--- src/sdtq_pkg.sv ---
// shared types and codes for the sorted deadline timer queue
`default_nettype none
package sdtq_pkg;
    localparam int TIME_W = 48;
    localparam int ID_W   = 32;
    localparam int HDL_W  = 5;

    typedef enum logic [1:0] {
        K_REGISTER = 2'd0,
        K_CANCEL   = 2'd1,
        K_TICK     = 2'd2,
        K_NONE     = 2'd3
    } t_kind;

    localparam logic [1:0] RK_REGISTER = 2'd0;
    localparam logic [1:0] RK_CANCEL   = 2'd1;
    localparam logic [1:0] RK_EXPIRY   = 2'd2;

    localparam logic ST_DONE = 1'b0;
    localparam logic ST_FULL = 1'b1;

    localparam logic [TIME_W-1:0] TIME_MAX = {TIME_W{1'b1}};
endpackage
`default_nettype wire

--- src/sorted_deadline_timer_queue.sv ---
// top level of the sorted deadline timer queue: linked list kept in one memory
//
// channel   direction  signals
// command   in         i_start, o_busy, i_kind, i_time_value, i_relative,
//                      i_receiver, i_payload, i_handle
// result    out        o_valid, o_result_kind, o_status, o_slot,
//                      o_notify_target, o_token, o_last
//
// a beat is taken when i_start is high and o_busy low; one item at a time.
// register: lowest free slot found with a priority encoder, then the list is
// walked one entry at a time (memory read then compare), o_busy high
// throughout. cancel walks the same way. tick pops one due head at a time,
// at most 32 per tick. each result is shown for one cycle with o_valid; the
// result side cannot stall.
// reset (synchronous, active low) empties the list; memory needs no clearing.
`default_nettype none
module sorted_deadline_timer_queue #(
    parameter int CAPACITY = 32
) (
    input  wire logic                       i_clk,
    input  wire logic                       i_rst_n,
    input  wire logic                       i_start,
    output logic                            o_busy,
    input  wire logic [1:0]                 i_kind,
    input  wire logic [sdtq_pkg::TIME_W-1:0] i_time_value,
    input  wire logic                       i_relative,
    input  wire logic [sdtq_pkg::ID_W-1:0]  i_receiver,
    input  wire logic [sdtq_pkg::ID_W-1:0]  i_payload,
    input  wire logic [sdtq_pkg::HDL_W-1:0] i_handle,
    output logic                            o_valid,
    output logic [1:0]                      o_result_kind,
    output logic                            o_status,
    output logic [sdtq_pkg::HDL_W-1:0]      o_slot,
    output logic [sdtq_pkg::ID_W-1:0]       o_notify_target,
    output logic [sdtq_pkg::ID_W-1:0]       o_token,
    output logic                            o_last
);
    import sdtq_pkg::*;

    localparam int SW = (CAPACITY > 1) ? $clog2(CAPACITY) : 1;
    localparam int CW = $clog2(CAPACITY + 1);
    localparam int EW = TIME_W + 2 * ID_W + SW;

    typedef enum logic [6:0] {
        S_IDLE  = 7'b0000001,
        S_RREQ  = 7'b0000010,
        S_RCMP  = 7'b0000100,
        S_CREQ  = 7'b0001000,
        S_CCMP  = 7'b0010000,
        S_TREQ  = 7'b0100000,
        S_TCMP  = 7'b1000000
    } t_state;

    // entry memory: {deadline, target, token, next}
    logic [EW-1:0] r_mem [CAPACITY];
    logic [EW-1:0] r_rdata;
    logic          mem_we;
    logic [SW-1:0] mem_waddr, mem_raddr;
    logic [EW-1:0] mem_wdata;
    // one write port and one registered read port
    always_ff @(posedge i_clk) begin
        if (mem_we) r_mem[mem_waddr] <= mem_wdata;
        r_rdata <= r_mem[mem_raddr];
    end

    wire logic [TIME_W-1:0] rd_dl   = r_rdata[EW-1 -: TIME_W];
    wire logic [ID_W-1:0]   rd_tg   = r_rdata[2*ID_W+SW-1 -: ID_W];
    wire logic [ID_W-1:0]   rd_tk   = r_rdata[ID_W+SW-1 -: ID_W];
    wire logic [SW-1:0]     rd_nx   = r_rdata[SW-1:0];

    t_state              r_state, n_state;
    logic [CAPACITY-1:0] r_used, n_used;
    logic [SW-1:0]       r_head, n_head;
    logic                r_empty, n_empty;
    logic [TIME_W-1:0]   r_tick, n_tick;
    logic [CW-1:0]       r_cnt, n_cnt;
    logic [TIME_W-1:0]   r_dl, n_dl;
    logic [ID_W-1:0]     r_tg, n_tg, r_tk, n_tk;
    logic [SW-1:0]       r_new, n_new, r_cur, n_cur, r_prev, n_prev;
    logic                r_hprev, n_hprev;
    logic [CW-1:0]       r_walk, n_walk;
    logic [HDL_W-1:0]    r_hdl, n_hdl;
    logic [5:0]          r_k, n_k;
    logic                r_ov, n_ov;
    logic [1:0]          r_ork, n_ork;
    logic                r_ost, n_ost, r_olast, n_olast;
    logic [HDL_W-1:0]    r_oslot, n_oslot;
    logic [ID_W-1:0]     r_otg, n_otg, r_otk, n_otk;

    // lowest free slot
    logic [SW-1:0] free_slot;
    logic          free_found;
    always_comb begin
        free_slot  = '0;
        free_found = 1'b0;
        for (int i = CAPACITY - 1; i >= 0; i--) begin
            if (!r_used[i]) begin
                free_slot  = SW'(i);
                free_found = 1'b1;
            end
        end
    end

    logic [TIME_W:0] rel_sum;
    assign rel_sum = {1'b0, r_tick} + {1'b0, i_time_value};

    logic h_in_range;
    assign h_in_range = ({27'd0, i_handle} < 32'(CAPACITY));

    always_comb begin
        n_state = r_state;  n_used = r_used;  n_head = r_head;
        n_empty = r_empty;  n_tick = r_tick;  n_cnt = r_cnt;
        n_dl = r_dl; n_tg = r_tg; n_tk = r_tk; n_new = r_new;
        n_cur = r_cur; n_prev = r_prev; n_hprev = r_hprev; n_walk = r_walk;
        n_hdl = r_hdl; n_k = r_k;
        n_ov = 1'b0; n_ork = r_ork; n_ost = ST_DONE; n_olast = 1'b0;
        n_oslot = r_oslot; n_otg = '0; n_otk = '0;
        mem_we = 1'b0; mem_waddr = r_cur; mem_wdata = '0;
        mem_raddr = r_cur;
        case (r_state)
            S_IDLE: begin
                if (i_start) begin
                    case (i_kind)
                        K_REGISTER: begin
                            if (!free_found) begin
                                n_ov = 1'b1; n_ork = RK_REGISTER; n_ost = ST_FULL;
                                n_oslot = '0; n_olast = 1'b1;
                            end else begin
                                n_dl = i_relative ? (rel_sum[TIME_W] ? TIME_MAX
                                       : rel_sum[TIME_W-1:0]) : i_time_value;
                                n_tg = i_receiver; n_tk = i_payload;
                                n_new = free_slot; n_used[free_slot] = 1'b1;
                                n_cur = r_head; n_hprev = 1'b0; n_walk = '0;
                                n_state = S_RREQ;
                            end
                        end
                        K_CANCEL: begin
                            n_hdl = i_handle; n_cur = r_head; n_walk = '0;
                            if (h_in_range && r_used[SW'(i_handle)] && !r_empty) begin
                                n_used[SW'(i_handle)] = 1'b0;
                                if (r_head == SW'(i_handle)) begin
                                    if (r_cnt > CW'(1)) begin
                                        mem_raddr = r_head;
                                        n_state = S_CCMP; n_walk = CW'(CAPACITY);
                                    end else begin
                                        n_empty = 1'b1;
                                        n_ov = 1'b1; n_ork = RK_CANCEL;
                                        n_oslot = i_handle; n_olast = 1'b1;
                                    end
                                    n_cnt = r_cnt - CW'(1);
                                end else begin
                                    n_cnt = r_cnt - CW'(1);
                                    n_state = S_CREQ;
                                end
                            end else begin
                                n_ov = 1'b1; n_ork = RK_CANCEL;
                                n_oslot = i_handle; n_olast = 1'b1;
                            end
                        end
                        K_TICK: begin
                            n_tick = i_time_value; n_dl = i_time_value;
                            n_k = '0; n_cur = r_head; n_state = S_TREQ;
                        end
                        default: ;
                    endcase
                end
            end
            // insert walk: read entry at r_cur
            S_RREQ: begin
                if (r_empty || r_walk == r_cnt) begin
                    // write new entry; link after prev
                    mem_we = 1'b1; mem_waddr = r_new;
                    mem_wdata = {r_dl, r_tg, r_tk, r_cur};
                    if (r_empty) n_head = r_new;
                    else if (!r_hprev) n_head = r_new;
                    n_empty = 1'b0;
                    n_cnt = r_cnt + CW'(1);
                    if (r_hprev) begin
                        n_cur = r_prev;   // patch prev next in a later pass
                        mem_raddr = r_prev;
                        n_state = S_RCMP; n_walk = CW'(CAPACITY);
                    end else begin
                        n_ov = 1'b1; n_ork = RK_REGISTER;
                        n_oslot = HDL_W'(r_new); n_olast = 1'b1;
                        n_state = S_IDLE;
                    end
                end else begin
                    mem_raddr = r_cur; n_state = S_RCMP;
                end
            end
            S_RCMP: begin
                if (r_walk == CW'(CAPACITY)) begin
                    // rewrite prev with next pointing at new
                    mem_we = 1'b1; mem_waddr = r_prev;
                    mem_wdata = {r_rdata[EW-1:SW], r_new};
                    n_ov = 1'b1; n_ork = RK_REGISTER;
                    n_oslot = HDL_W'(r_new); n_olast = 1'b1;
                    n_state = S_IDLE;
                end else if (rd_dl <= r_dl) begin
                    n_prev = r_cur; n_hprev = 1'b1; n_cur = rd_nx;
                    n_walk = r_walk + CW'(1); n_state = S_RREQ;
                end else begin
                    n_walk = r_cnt; n_state = S_RREQ;
                end
            end
            // cancel walk: find predecessor of handle
            S_CREQ: begin
                mem_raddr = r_cur; n_state = S_CCMP;
            end
            S_CCMP: begin
                if (r_walk == CW'(CAPACITY)) begin
                    n_head = rd_nx;
                    n_ov = 1'b1; n_ork = RK_CANCEL; n_oslot = r_hdl; n_olast = 1'b1;
                    n_state = S_IDLE;
                end else if (r_walk == CW'(CAPACITY) - CW'(1)) begin
                    // r_rdata holds handle entry; patch predecessor r_prev
                    mem_we = 1'b1; mem_waddr = r_prev;
                    mem_wdata = {r_dl, r_tg, r_tk, rd_nx};
                    n_ov = 1'b1; n_ork = RK_CANCEL; n_oslot = r_hdl; n_olast = 1'b1;
                    n_state = S_IDLE;
                end else if (r_walk >= r_cnt) begin
                    n_ov = 1'b1; n_ork = RK_CANCEL; n_oslot = r_hdl; n_olast = 1'b1;
                    n_state = S_IDLE;
                end else if (rd_nx == SW'(r_hdl)) begin
                    n_prev = r_cur; n_dl = rd_dl; n_tg = rd_tg; n_tk = rd_tk;
                    mem_raddr = SW'(r_hdl);
                    n_walk = CW'(CAPACITY) - CW'(1);
                end else begin
                    n_cur = rd_nx; n_walk = r_walk + CW'(1); n_state = S_CREQ;
                end
            end
            // tick: pop due heads
            S_TREQ: begin
                if (r_empty || r_cnt == '0 || r_k == 6'd32) begin
                    n_state = S_IDLE;
                end else begin
                    mem_raddr = r_head; n_state = S_TCMP;
                end
            end
            S_TCMP: begin
                if (rd_dl > r_dl) begin
                    n_state = S_IDLE;
                end else begin
                    n_ov = 1'b1; n_ork = RK_EXPIRY; n_oslot = HDL_W'(r_head);
                    n_otg = rd_tg; n_otk = rd_tk;
                    n_used[r_head] = 1'b0; n_cnt = r_cnt - CW'(1);
                    n_k = r_k + 6'd1;
                    if (r_cnt == CW'(1)) n_empty = 1'b1;
                    else n_head = rd_nx;
                    n_state = S_TREQ;
                end
            end
            default: n_state = S_IDLE;
        endcase
    end

    // a due head is last only when the following one cannot pop; hold one beat
    logic          r_pend;
    logic [1:0]    r_prk;
    logic [HDL_W-1:0] r_pslot;
    logic [ID_W-1:0]  r_ptg, r_ptk;
    logic tick_ends;
    assign tick_ends = (r_state == S_TREQ && (r_empty || r_cnt == '0 || r_k == 6'd32))
                    || (r_state == S_TCMP && rd_dl > r_dl);

    always_ff @(posedge i_clk) begin
        if (!i_rst_n) begin
            r_state <= S_IDLE; r_used <= '0; r_head <= '0; r_empty <= 1'b1;
            r_tick <= '0; r_cnt <= '0; r_ov <= 1'b0; r_pend <= 1'b0;
            r_walk <= '0; r_k <= '0;
        end else begin
            r_state <= n_state; r_used <= n_used; r_head <= n_head;
            r_empty <= n_empty; r_tick <= n_tick; r_cnt <= n_cnt;
            r_walk <= n_walk; r_k <= n_k;
            if (n_ork == RK_EXPIRY && n_ov) begin
                // flush the held expiry as not last, hold the new one
                r_ov <= r_pend; r_pend <= 1'b1;
            end else if (tick_ends) begin
                r_ov <= r_pend; r_pend <= 1'b0;
            end else begin
                r_ov <= n_ov;
            end
        end
    end

    always_ff @(posedge i_clk) begin
        r_dl <= n_dl; r_tg <= n_tg; r_tk <= n_tk; r_new <= n_new;
        r_cur <= n_cur; r_prev <= n_prev; r_hprev <= n_hprev; r_hdl <= n_hdl;
        if (n_ork == RK_EXPIRY && n_ov) begin
            r_ork <= r_prk; r_oslot <= r_pslot; r_otg <= r_ptg; r_otk <= r_ptk;
            r_olast <= 1'b0; r_ost <= ST_DONE;
            r_prk <= n_ork; r_pslot <= n_oslot; r_ptg <= n_otg; r_ptk <= n_otk;
        end else if (tick_ends) begin
            r_ork <= r_prk; r_oslot <= r_pslot; r_otg <= r_ptg; r_otk <= r_ptk;
            r_olast <= 1'b1; r_ost <= ST_DONE;
        end else begin
            r_ork <= n_ork; r_oslot <= n_oslot; r_otg <= n_otg; r_otk <= n_otk;
            r_olast <= n_olast; r_ost <= n_ost;
        end
    end

    assign o_busy          = (r_state != S_IDLE);
    assign o_valid         = r_ov;
    assign o_result_kind   = r_ork;
    assign o_status        = r_ost;
    assign o_slot          = r_oslot;
    assign o_notify_target = r_otg;
    assign o_token         = r_otk;
    assign o_last          = r_olast;
endmodule
`default_nettype wire

--- config.mk ---
export PLATFORM = sky130hd
export DESIGN_NAME = sorted_deadline_timer_queue
export DESIGN_NICKNAME = d
export VERILOG_FILES = /design/src/sdtq_pkg.sv /design/src/sorted_deadline_timer_queue.sv
export SDC_FILE = /design/constraint.sdc
export NUM_CORES = 2
export LEC_CHECK = 0
export ABC_AREA = 1
export BUFFER_PORTS_ARGS = -buffer_cell sky130_fd_sc_hd__buf_2
export CAP_MARGIN = 10
export CORE_ASPECT_RATIO = 1.5
export CORE_MARGIN = 8
export CORE_UTILIZATION = 33
export CTS_BUF_LIST = sky130_fd_sc_hd__clkbuf_4
export CTS_CLUSTER_SIZE = 14
export DETAILED_ROUTE_END_ITERATION = 8
export PLACE_DENSITY = 0.52
export SYNTH_ARGS = -nofsm -noshare
export SYNTH_HDL_FRONTEND = slang
export SYNTH_SLANG_ARGS = --single-unit
--- constraint.sdc ---
create_clock -name i_clk -period 13.6 [get_ports i_clk]
set_input_delay 0.68 -clock i_clk [delete_from_list [all_inputs] [get_ports i_clk]]
set_output_delay 0.68 -clock i_clk [all_outputs]
set_load 0.02 [all_outputs]
==> impl_metrics.csv <==
group,metric,value,unit
worst_hold_path,hold_end,"r_dl[40]",
setup_path,r2r_cells,16,
placed_design,portBuffers,197,
cts,cts.sinks,4251,
logic_synthesis,netlist.area_leader.share,67.97,%
timing,hold_viol_final,0,
logic_synthesis,synth.yosys.seq_area_share,71.45,%
finish,fin_cells,23350,
finish,drive_above_1_share,14.56,%
placed_design,dpl.cell_count,21130,
logic_synthesis,synth_top_cell_by_area,"edfxtp_1",
placed_design,dp_slack,5.980,ns
power_and_ir_drop,power.internal,0.02175,W
placed_design,dp_hpwl,284400,um
setup_path,crit_arrival,8.83,ns
timing,fin_ws,6.105,ns
setup_path,cpMostUsedCell,"inv_1",
power_and_ir_drop,power_frac_comb,19.8,%
global_route,grt_max_degree,198,
cts,cts_buffers,1120,
setup_path,end_kind,"flip-flop",
logic_synthesis,ys_warn_count,0,
drt,routedWlPerCell,24.12,um
logic_synthesis,yosys.area_share.simple,17.75,%
power_and_ir_drop,power.leakage,74.89,nW
setup_path,cp.required,14.93,ns
logic_synthesis,synth_top_family_by_area,"simple AND/OR/NAND/NOR gates",
power_and_ir_drop,p_clk_share,34.0,%
global_route,antenna_found_initial,28,
floorplanning,initial_core_util,33.07,%
power_and_ir_drop,vdd_drop_max,0.1179,mV
floorplanning,core,527400,um2
logic_synthesis,ys_ff_latch,4251,
cts,cts.path.max_buffers,5,
timing,period_needed,7.495,ns
floorplanning,fp.dieH,906.4,um
floorplanning,dieArea,552500,um2
cts,cts-resized-gates,0,
timing,post-route-period-util,55.11,%
logic_synthesis,yosys-top-cells-area,"edfxtp_1 (68%), nand3_1 (7.5%), nand2_1 (6.7%)",
timing,setup_tns,0,ns
logic_synthesis,synth.distinct_cells,69,
cts,clock_latency,1.79,ns
worst_hold_path,holdPathStages,4,
timing,worst_pin_slew,1.241,ns
drt,drt_first_pass_iters,6,
global_route,track_usage,19.80,%
drt,num_vias,122300,
drt,vias_per_cell,5.237,
logic_synthesis,ys.flop_type,"edfxtp_1",
finish,mostFrequentLayoutCells,"edfxtp_1 (3948), nand2_1 (3102), nand3_1 (2605)",
placed_design,gp_congestion,0.8444,
logic_synthesis,synth_xor_area_share,0.2461,%
power_and_ir_drop,power_density,158.5,nW/um2
logic_synthesis,synthMuxAreaShare,0,%
setup_path,crit_fanout,44,
logic_synthesis,synth-edff-count,3948,
cts,cts_tree,"built",
logic_synthesis,synth_compound_area_share,6.234,%
global_route,grt_remaining_overflow,0,
setup_path,cp-start-kind,"flip-flop",
timing,fmax,0.1334,GHz
setup_path,crit_type,"flip-flop to flip-flop",
timing,slew_headroom,17.24,%
finish,areaGrowthSynthToFinish,14.76,%
cts,path_clk_slew,0.06,ns
logic_synthesis,synthAdderAreaFrac,0.8221,%
logic_synthesis,syn_inst,14660,
finish,layout_commonest_cell,"edfxtp_1",
timing,rsz0062_at_grt,"no",
timing,final-setup-viol-count,0,
setup_path,r2r-end,"r_mem[24][53]",
drt,drt.antenna.violating_nets,0,
finish,final_net_count,15920,
power_and_ir_drop,p_switching,0.009977,W
setup_path,crit_slowest_cell,"buf_4",
setup_path,startpoint,"r_state[0]",
logic_synthesis,syn-mean-instance-area,11.90,um2
floorplanning,boundaryPins,198,
drt,drcViolationCount,0,
global_route,grt_pass1_wl,818300,um
drt,drt_iter0_markers,10460,
logic_synthesis,async_reset_ff_share,0,%
logic_synthesis,synth_nets,14900,
drt,wl,563100,um
cts,cts-htree-levels,7,
power_and_ir_drop,power_frac_seq,46.2,%
cts,clockRootBuffer,"clkbuf_4",
worst_hold_path,holdCritStartpoint,"i_time_value[40]",
setup_path,slowest_delay,0.84,ns
setup_path,r2r_slack,6.10,ns
floorplanning,die-width,609.6,um
status,outcome,"finished clean",
job,maxCapViolCount,0,
worst_hold_path,hp-class,"input port to flip-flop",
global_route,grt_pass1_vias,121700,
timing,slew_violations,0,
power_and_ir_drop,p_sw_share,31.45,%
setup_path,path_cells,"nor2_1, inv_1, nor2_1, nand2_4, inv_1, nand2_1, nand2_1, inv_1, nand2_1, inv_1, a221oi_2, nand3_1, nor2_4, buf_4, buf_4, buf_4",
floorplanning,num_rows,327,
logic_synthesis,synth.cell_area,174400,um2
setup_path,r2r_start,"r_state[0]",
timing,fin_skew,0.1286,ns
[registers in the layout (all words and copies together), names as in the netlist, 7 cells and up]
signal           count
o_notify_target     32
o_token             32
r_dl                48
r_mem             3744
r_ptg               32
r_ptk               32
r_rdata            117
r_state              7
r_tg                32
r_tick              48
r_tk                32
r_used              32
[how the worst max path moves through the flow]
stage / slack (ns) / depth (start not counted) / endpoint
2_1_floorplan: 1.46 / 9 / r_tg[0]
3_3_place_gp: 6.10 / 16 / r_mem[24][74]
3_5_place_dp: 5.98 / 16 / r_mem[24][62]
4_1_cts: 5.98 / 16 / r_mem[24][69]
5_1_grt: 5.67 / 16 / r_mem[24][54]
6_report: 6.10 / 16 / r_mem[24][53]
[cell usage after synthesis, drive strengths merged, types with 2 or more instances]
| cell | instances |
|---|---|
| edfxtp | 3948 |
| nand2 | 3109 |
| nand3 | 2606 |
| nor2 | 890 |
| o21ai | 718 |
| o211ai | 587 |
| buf | 573 |
| inv | 464 |
| or2 | 369 |
| clkbuf | 366 |
| dfxtp | 303 |
| a21oi | 251 |
| ha | 113 |
| o22ai | 84 |
| nor3 | 43 |
| a31oi | 39 |
| o221ai | 37 |
| xor2 | 36 |
| nand4 | 27 |
| xnor2 | 13 |
| nor4 | 11 |
| o21a | 11 |
| a221oi | 10 |
| a211oi | 8 |
| a2111oi | 6 |
| a22oi | 5 |
| a21boi | 4 |
| clkinv | 4 |
| o2111ai | 3 |
| o21bai | 3 |
| nand3b | 2 |
| nor3b | 2 |
| o2111a | 2 |
| o311ai | 2 |
[power by group through the flow]
stage / sequential [W] / clock, W / combinational [W]
after global placement: 0.0149 / 0 / 0.00624
after detailed placement: 0.0149 / 0 / 0.00624
after floorplan: 0.0148 / 0 / 0.00416
final: 0.0146 / 0.0108 / 0.00628
after global routing: 0.0147 / 0.0118 / 0.00692
after CTS: 0.0146 / 0.0111 / 0.00634
[cells by family after synthesis]
| kind of cell | after synthesis |
|---|---|
| adder cells (fa/ha/maj) | 114 |
| AO/OA/AOI/OAI | 1776 |
| flip-flops | 4251 |
| buffers and inverters | 1407 |
| XOR/XNOR | 49 |
| AND/OR/NAND/NOR | 7065 |
[final cells by class]
class,instances,area (um2)
antenna,33,82.58
clock buffer,1623,12180
clock inverter,221,1094
fill,51090,327200
inverter,468,1828
multi-input combinational,9004,44590
sequential,4251,124600
tap,6909,8645
timing repair buffer,836,7127
[layer usage]
| metal | wire length, um | global-route usage [%] | up-vias |
|---|---|---|---|
| met5 | 12 | 0 | - |
| met4 | 18650 | 7.804 | 2 |
| met3 | 33130 | 3.552 | 1076 |
| met2 | 278100 | 33.85 | 4487 |
| met1 | 233200 | 24.89 | 61300 |
| li1 | - | - | 55400 |
[timing repair]
| item | in CTS | in global routing |
|---|---|---|
| hold endpoints to repair | 284 | 0 |
| setup endpoints to repair | 0 | 0 |
| setup buffers | 0 | 0 |
| hold buffers | 329 | 0 |
[worst max-delay path: cells and delay by family, from the launching register on]
kind	cells	cell delay [ns]
AO/OA/AOI/OAI	1	0.47
buffers and inverters	7	2.96
flip-flops	1	0.32
AND/OR/NAND/NOR	8	3.22
[per-stage QoR]
stage	cell area, um2	hold WS, ns	utilization (%)	total power, W
after floorplan	174400	0.4190	-	0.01899
after global placement	183300	0.4269	34.76	0.02117
after detailed placement	183300	0.4325	34.76	0.02117
after CTS	199900	0.0005980	37.91	0.03213
after global routing	200200	0.1508	37.95	0.03333
final	200200	0.2731	37.95	0.03172
Power figures use the tool's default switching activity.
